===== src/design/rsp_pkg.sv =====
package rsp_pkg;

    // field reduction polynomial, low eight bits (x^8 term implied)
    localparam logic [7:0] FIELD_POLY_LO = 8'h1d;
    localparam int         MAX_PARITY_DEF = 32;
    localparam int         RESET_COUNT = 8;
    localparam int         COUNT_W = 6;

    // per-cycle control broadcast along the cell row
    typedef struct packed {
        logic       build;
        logic       absorb;
        logic       load;
        logic       pop;
        logic       clear;
        logic [7:0] mul_b;
    } rsp_ctrl_t;

    // multiply by alpha
    function automatic logic [7:0] gf_xtime(input logic [7:0] a);
        gf_xtime = {a[6:0], 1'b0} ^ (a[7] ? FIELD_POLY_LO : 8'h00);
    endfunction

    // shift-and-add product in the field
    function automatic logic [7:0] gf_mul(input logic [7:0] a, input logic [7:0] b);
        logic [7:0] acc;
        logic [7:0] x;
        acc = 8'h00;
        x   = a;
        for (int k = 0; k < 8; k++)
        begin
            if (b[k])
            begin
                acc = acc ^ x;
            end
            x = gf_xtime(x);
        end
        gf_mul = acc;
    endfunction

endpackage


===== src/design/rsp_cell.sv =====
module rsp_cell
    import rsp_pkg::*;
(
    input  logic       clk,
    input  logic       rst_n,
    input  rsp_ctrl_t  ctrl,
    input  logic [7:0] g_prev,
    output logic [7:0] g_out,
    input  logic [7:0] p_upper,
    output logic [7:0] p_out,
    input  logic [7:0] o_upper,
    output logic [7:0] o_out
);

    logic [7:0] g_reg, g_next;
    logic [7:0] p_reg, p_next;
    logic [7:0] o_reg, o_next;
    logic [7:0] mul_a;
    logic [7:0] prod;
    logic [7:0] p_calc;

    // one shared multiplier: generator build or message absorb
    assign mul_a  = ctrl.build ? g_prev : g_reg;
    assign prod   = gf_mul(mul_a, ctrl.mul_b);
    assign p_calc = p_upper ^ prod;

    // next values
    always_comb
    begin
        g_next = g_reg;
        p_next = p_reg;
        o_next = o_reg;
        priority if (ctrl.clear)
        begin
            g_next = 8'h00;
            p_next = 8'h00;
        end
        else if (ctrl.build)
        begin
            g_next = g_reg ^ prod;
        end
        else if (ctrl.absorb)
        begin
            p_next = ctrl.load ? 8'h00 : p_calc;
        end
        else
        begin
            // idle: hold coefficient and parity stage
            g_next = g_reg;
            p_next = p_reg;
        end
        if (ctrl.load)
        begin
            o_next = p_calc;
        end
        else if (ctrl.pop)
        begin
            o_next = o_upper;
        end
    end

    // cell state
    always_ff @(posedge clk or negedge rst_n)
    begin
        if (!rst_n)
        begin
            g_reg <= 8'h00;
            p_reg <= 8'h00;
        end
        else
        begin
            g_reg <= g_next;
            p_reg <= p_next;
        end
    end

    // unload shift stage
    always_ff @(posedge clk)
    begin
        o_reg <= o_next;
    end

    assign g_out = g_reg;
    assign p_out = p_reg;
    assign o_out = o_reg;

endmodule


===== config.mk =====
export PLATFORM = sky130hd
export DESIGN_NAME = rsp_cell
export DESIGN_NICKNAME = d
export VERILOG_FILES = /design/src/design/rsp_pkg.sv /design/src/design/rsp_cell.sv
export SDC_FILE = /design/constraint.sdc
export NUM_CORES = 1
export LEC_CHECK = 0
export BUFFER_PORTS_ARGS = -buffer_cell sky130_fd_sc_hd__buf_2
export CAP_MARGIN = 20
export CORE_MARGIN = 2
export CORE_UTILIZATION = 45
export CTS_BUF_LIST = sky130_fd_sc_hd__clkbuf_4 sky130_fd_sc_hd__clkbuf_8
export CTS_CLUSTER_DIAMETER = 40
export DETAILED_ROUTE_END_ITERATION = 12
export PLACE_DENSITY = 0.74
export REMOVE_ABC_BUFFERS = 1
export SLEW_MARGIN = 20
export SYNTH_ARGS = -nofsm -noshare
export SYNTH_HDL_FRONTEND = slang
export SYNTH_SLANG_ARGS = --single-unit

===== constraint.sdc =====
create_clock -name clk -period 7.1 [get_ports clk]
set_input_delay 1.42 -clock clk [delete_from_list [all_inputs] [get_ports clk]]
set_output_delay 1.42 -clock clk [all_outputs]
set_load 0.02 [all_outputs]

==> metrics.yaml, run 1 <==
relSlewSlack_pct: 29.6
antenna_found_initial: 0
rrSetupSlack_ns: 3.55
place_inst: 415
holdPathStages: 1
synth_xor_area_share_pct: 36.7
synth.area.mux_share_pct: 14.2
drive_gt1_share_pct: 27.5
ant_nets: 0
wl_per_cell_um: 17.4
place_congestion: 0.949
final.setup.tns_ns: 0
htree_levels: 1
period_share_pct: 64.7
drt_iter0_drc: 142
crit_chain: "buf_2 -> inv_4 -> mux2i_1 -> xnor3_1 -> nand2_1 -> xnor2_1 -> xnor2_1 -> xnor3_1 -> mux2_2"
seq_area_frac_synth_pct: 21.6
place_hpwl_um: 5660
async_flop_share_pct: 66.7
clock_latency_ns: 0.26
leakagePower_uw: 0.00156
cts_tree: "done"
grt_first_pass_wirelength_um: 11500
gr-total-overflow: 0
cts_resized: 0
final_common_cell: "buf_2"
finalCriticalPeriod_ns: 4.60
layoutNonFillerInstCount: 419
clock.fmax_mhz: 218
port_buffers: 62
crit_path_end_kind: "flip-flop"
final_area_um2: 3280
critPathRequiredTime_ns: 7.12
start_util_pct: 46.7
syn_avg_cell_area_um2: 9.91
area_growth_pct: 10.6
report.final.hold_viol_count: 0
hp-class: "reg -> reg"
clock-sinks: 24
synthCells: 299
grt_max_degree: 25
total_power_uw: 1400
slew_viol_final: 0
core_area_um2: 6350
yosys.area_share.simple_pct: 14.0
clk_pin_slew_ns: 0.08
numCtsBuffers: 3
grt_util_all_layers_pct: 20.1
p_per_area_nw_per_um2: 428
cap_violations: 0
path_class: "in -> reg"
status: "completed"
die_y_um: 85.2
mostFrequentLayoutCells: "buf_2 (62), nand2_1 (58), xnor2_1 (48), xnor3_1 (19)"
yosys.cell_types.count: 51
finalCoreUtilization_pct: 51.6
holdBufCountCts: 0
diodes: 0
routed_via_density: 5.59
synth_enable_flop_cells: 8
placed_area_um2: 3230
cpMaxStageDelayCell: "mux2i_1"
dr.pass1.iters: 4
dr_total_vias: 2342
cp_max_fo: 24
critPathArrivalTime_ns: 4.62
post-cts-setup-buffers: 0
clock_path_buffers: 2
final_nets: 382
ys_warn_count: 0
ys_ff_latch: 24
start_kind: "input port"
die_w_um: 85.2
synth_compound_area_share_pct: 8.06
routed_wl_um: 7310
drc: 0
fp-row-count: 29
grt_pass1_vias: 2275
synthAdderAreaFrac_pct: 0
synth_ff_type: "dfrtp_1"
setup_viol: 0
root_buffer: "clkbuf_8"
skew_ns: 0.00109
max_stage_delay_ns: 0.85
ios: 63
rsz0062_at_grt: "no"
die-area_um2: 7250
ir_worst_vdd_mv: 0.183
reg2reg_depth: 8
syn-cell-area_um2: 2960
tightest_slew_ns: 1.03
synth_top_family_by_area: "XOR/XNOR gates"
[layout make-up]
| cell class | instances | area [um^2] |
|---|---|---|
| well taps | 77 | 96.3 |
| multi-input cells | 247 | 2160 |
| clock inverters | 1 | 3.75 |
| inverters | 4 | 17.5 |
| repair buffers | 63 | 318 |
| clock buffers | 3 | 41.3 |
| flip-flops and latches | 24 | 641 |
| fillers | 575 | 3070 |
[cells in the mapped netlist, types with 3 or more instances]
master,count,area (um^2)
xnor3_1,19,428
dfrtp_1,16,400
mux2_2,16,180
buf_4,7,52.6
xor2_1,13,114
nand3b_1,3,22.5
buf_2,8,40.0
mux2i_4,4,90.1
inv_1,3,11.3
nor2_1,13,48.8
a21oi_1,7,35.0
clkbuf_1,6,22.5
or3_1,6,37.5
nand2_1,58,218
edfxtp_1,8,240
xnor2_1,48,420
o21ai_0,8,40.0
mux2i_1,11,110
a22o_1,8,70.1
[final timing paths]
check                      startpoint  endpoint
max                          ctrl[12]  o_out[4]
min in group asynchronous       rst_n  p_out[2]
min                          p_out[4]  p_out[4]
min reg2reg                  p_out[4]  p_out[4]
max in group asynchronous       rst_n  g_out[0]
max reg2reg                  g_out[7]  o_out[4]
[state kept, by name (all words and copies together) (netlist names)]
register	count
o_out	8
g_out	8
p_out	8
[worst max-delay path: cells and delay by family]
| family | cells | cell delay, ns |
|---|---|---|
| buffers and inverters | 2 | 0.66 |
| AND/OR/NAND/NOR | 1 | 0.10 |
| XOR/XNOR | 4 | 1.29 |
| multiplexers | 2 | 1.13 |
[through the flow]
stage	hold WS (ns)	setup slack, ns
finish	0.509	2.50
global route	0.522	2.34
CTS	0.507	2.53
detailed placement	0.488	2.25
global placement	0.483	2.38
floorplan	0.611	3.06
[layer usage]
metal	wire, um	track usage (%)	vias to the layer above
met5	0	0	-
met4	105	4.47	0
met3	453	2.43	13
met2	3700	33.9	76
met1	3040	28.0	1148
li1	-	-	1105
[power breakdown]
part           internal, uW  leakage [uW]  switching [uW]  total (uW)
Sequential              207      0.000298            54.6         262
Combinational           549       0.00124             513        1060
Clock                  38.7     0.0000231            42.4        81.1
[cell families (layout without fill, tap and decap cells)]
family                 after synthesis  after routing
XOR/XNOR                            85             85
flip-flops                          24             24
multiplexers                        34             34
AND/OR/NAND/NOR                     93             93
buffers and inverters               28             71
AO/OA/AOI/OAI                       35             35
No activity file was read; power rests on OpenSTA's default activity.
==> inputs of run 2 (changes only) <==
- clock period: 7.1 -> 4.8 ns (I/O delays scaled with it)
==> run 2 against run 1 <==
  * Global-route usage grew 0.34 points
  * Critical path depth is the same
  * Cell count grew 0.24%
  * Setup slack got worse by 1.3 ns
  * Final area up 1.0%
  * Count of clock-buffer cells in the layout stayed put
  * Sequential power grew 49%
  * Via count down 0.30%
  * Register-to-register slack got worse by 2.1 ns
  * Clock skew rose by 0.0089 ns
  * Non-clock buffer count grew 1
==> metrics.yaml, run 2 (synthesis gave the netlist of run 1 again) <==
finalCriticalPeriod_ns: 3.60
crit_path_end_kind: "flip-flop"  # unchanged
routed_wl_um: 7330  # was 7310 um
die_y_um: 85.2  # unchanged
rsz0062_at_grt: "no"  # unchanged
grt_first_pass_wirelength_um: 11700  # was 11500 um
hp-class: "reg -> reg"  # unchanged
place_hpwl_um: 5660  # about the same
core_area_um2: 6350  # unchanged
area_growth_pct: 11.7  # was 10.6%
root_buffer: "clkbuf_8"  # unchanged
ant_nets: 0  # unchanged
cp.buffers_inverters: 2  # unchanged
setup_viol: 0  # unchanged
r2r-end: "o_out[5]"  # was o_out[4]
crit_chain: "buf_2 -> inv_4 -> mux2i_1 -> or4b_1 -> o311ai_1 -> xor2_1 -> xnor2_1 -> xnor3_1 -> mux2_2"  # was buf_2 -> inv_4 -> mux2i_1 -> xnor3_1 -> nand2_1 -> xnor2_1 -> xnor2_1 -> xnor3_1 -> mux2_2
n_fill_cell: 597  # was 575
start_kind: "input port"  # unchanged
clock_path_buffers: 2  # unchanged
power_switching_uw: 925  # was 610 uW
max_stage_delay_ns: 0.49  # was 0.85 ns
clk_pin_slew_ns: 0.08  # about the same
drc: 0  # unchanged
worst_slack_ns: 1.20  # was 2.50 ns
cpMaxStageDelayCell: "or4b_1"  # was mux2i_1
ios: 63  # unchanged
antenna_found_initial: 0  # unchanged
drt_iter0_drc: 175  # was 142
place_ws_ns: 0.935  # was 2.25 ns
reg2reg_depth: 8  # unchanged
htree_levels: 1  # unchanged
critPathRequiredTime_ns: 4.83  # was 7.12 ns
clock_latency_ns: 0.28  # was 0.26 ns
port_buffers: 62  # unchanged
final.setup.tns_ns: 0  # unchanged
internal_power_uw: 1230  # was 795 uW
clockPowerShare_pct: 8.3  # was 5.8%
clock.fmax_mhz: 278
slew_viol_final: 0  # unchanged
fp-row-count: 29  # unchanged
relSlewSlack_pct: 54.9  # was 29.6%
leakagePower_uw: 0.00158  # was 0.00156 uW
holdBufCountCts: 0  # unchanged
grt_util_all_layers_pct: 20.5  # was 20.1%
cap_violations: 0  # unchanged
report.final.hold_viol_count: 0  # unchanged
power_frac_comb_pct: 73.6  # was 75.6%
holdCritStartpoint: "p_out[4]"  # unchanged
seqPwrFrac_pct: 18.1  # was 18.6%
rrSetupSlack_ns: 1.44  # was 3.55 ns
dr_total_vias: 2335  # was 2342
grt_max_degree: 25  # unchanged
status: "completed"  # unchanged
wl_per_cell_um: 17.4  # about the same
drive_gt1_share_pct: 28.0  # was 27.5%
cp_max_fo: 24  # unchanged
holdPathStages: 1  # unchanged
dr.pass1.iters: 4  # unchanged
routed_via_density: 5.56  # was 5.59
final_common_cell: "buf_2"  # unchanged
timing.hold.worst_endpoint: "p_out[4]"  # unchanged
start_util_pct: 46.7  # unchanged
r2r_start: "g_out[7]"  # unchanged
post-cts-setup-buffers: 0  # unchanged
mostFrequentLayoutCells: "buf_2 (62), nand2_1 (58), xnor2_1 (48), xnor3_1 (19)"  # unchanged
skew_ns: 0.00996  # was 0.00109 ns
clock-sinks: 24  # unchanged
path_class: "in -> reg"  # unchanged
grt_pass1_vias: 2327  # was 2275
crit_family: "XOR/XNOR gates"  # unchanged
p_sw_share_pct: 42.9  # was 43.4%
tightest_slew_ns: 0.677  # was 1.03 ns
gr-total-overflow: 0  # unchanged
cts_resized: 0  # unchanged
numCtsBuffers: 3  # unchanged
die-area_um2: 7250  # unchanged
place_congestion: 0.884  # was 0.949
critPathArrivalTime_ns: 3.63  # was 4.62 ns
cts_tree: "done"  # unchanged
diodes: 0  # unchanged
p_per_area_nw_per_um2: 652  # was 428 nW/um^2
period_share_pct: 75.0
final_nets: 383  # was 382
ir_worst_vdd_mv: 0.313  # was 0.183 mV
die_w_um: 85.2  # unchanged
[run 2: stage by stage]
step	hold WS (ns)	power [uW]	util, %	cells	cell area [um^2]
after floorplan	0.611	1620	-	275	2820
after global placement	0.479	1940	51.0	416	3240
after detailed placement	0.485	1980	51.0	416	3240
after CTS	0.505	2170	52.2	420	3310
after global routing	0.522	2300	52.2	420	3310
final	0.502	2160	52.2	420	3310
[run 2: how the worst max path moves through the flow]
stage                        start        to  slack, ns  cells after the start
after floorplan           ctrl[12]  o_out[6]       1.22                      8
after global placement    ctrl[12]  o_out[6]       0.99                     10
after detailed placement  ctrl[12]  o_out[3]       0.94                     10
after CTS                 ctrl[12]  o_out[4]       1.22                      9
after global routing      ctrl[12]  o_out[6]       1.01                     10
final                     ctrl[12]  o_out[4]       1.20                      9
[run 2: power groups by stage]
stage	sequential, uW	combinational, uW	clock, uW
after floorplan	468	1160	0
after global routing	402	1710	192
final	390	1590	179
after detailed placement	395	1580	0
after global placement	390	1550	0
after CTS	391	1590	182
[run 2: layer usage]
metal	vias up	track usage (%)	share of wire [%]
li1	1106	-	-
met1	1144	28.2	42
met2	77	34.9	51
met3	8	2.43	6.6
met4	0	4.47	0.96
met5	-	0	0
[run 2: area by class of cell]
cell class                      instances  area [um^2]  area share (%)
Multi-Input combinational cell        247         2160            65.2
Sequential cell                        24          641            19.3
Timing Repair Buffer                   64          325            9.82
Tap cell                               77         96.3            2.91
Clock buffer                            3         41.3            1.25
Clock inverter                          1         30.0           0.907
Inverter                                4         17.5           0.529
[run 2: worst register-to-register path: cells and delay by family (launching register included)]
family	cells	cell delay [ns]
XOR/XNOR	5	1.72
flip-flops	1	0.67
AND/OR/NAND/NOR	1	0.10
multiplexers	2	0.64
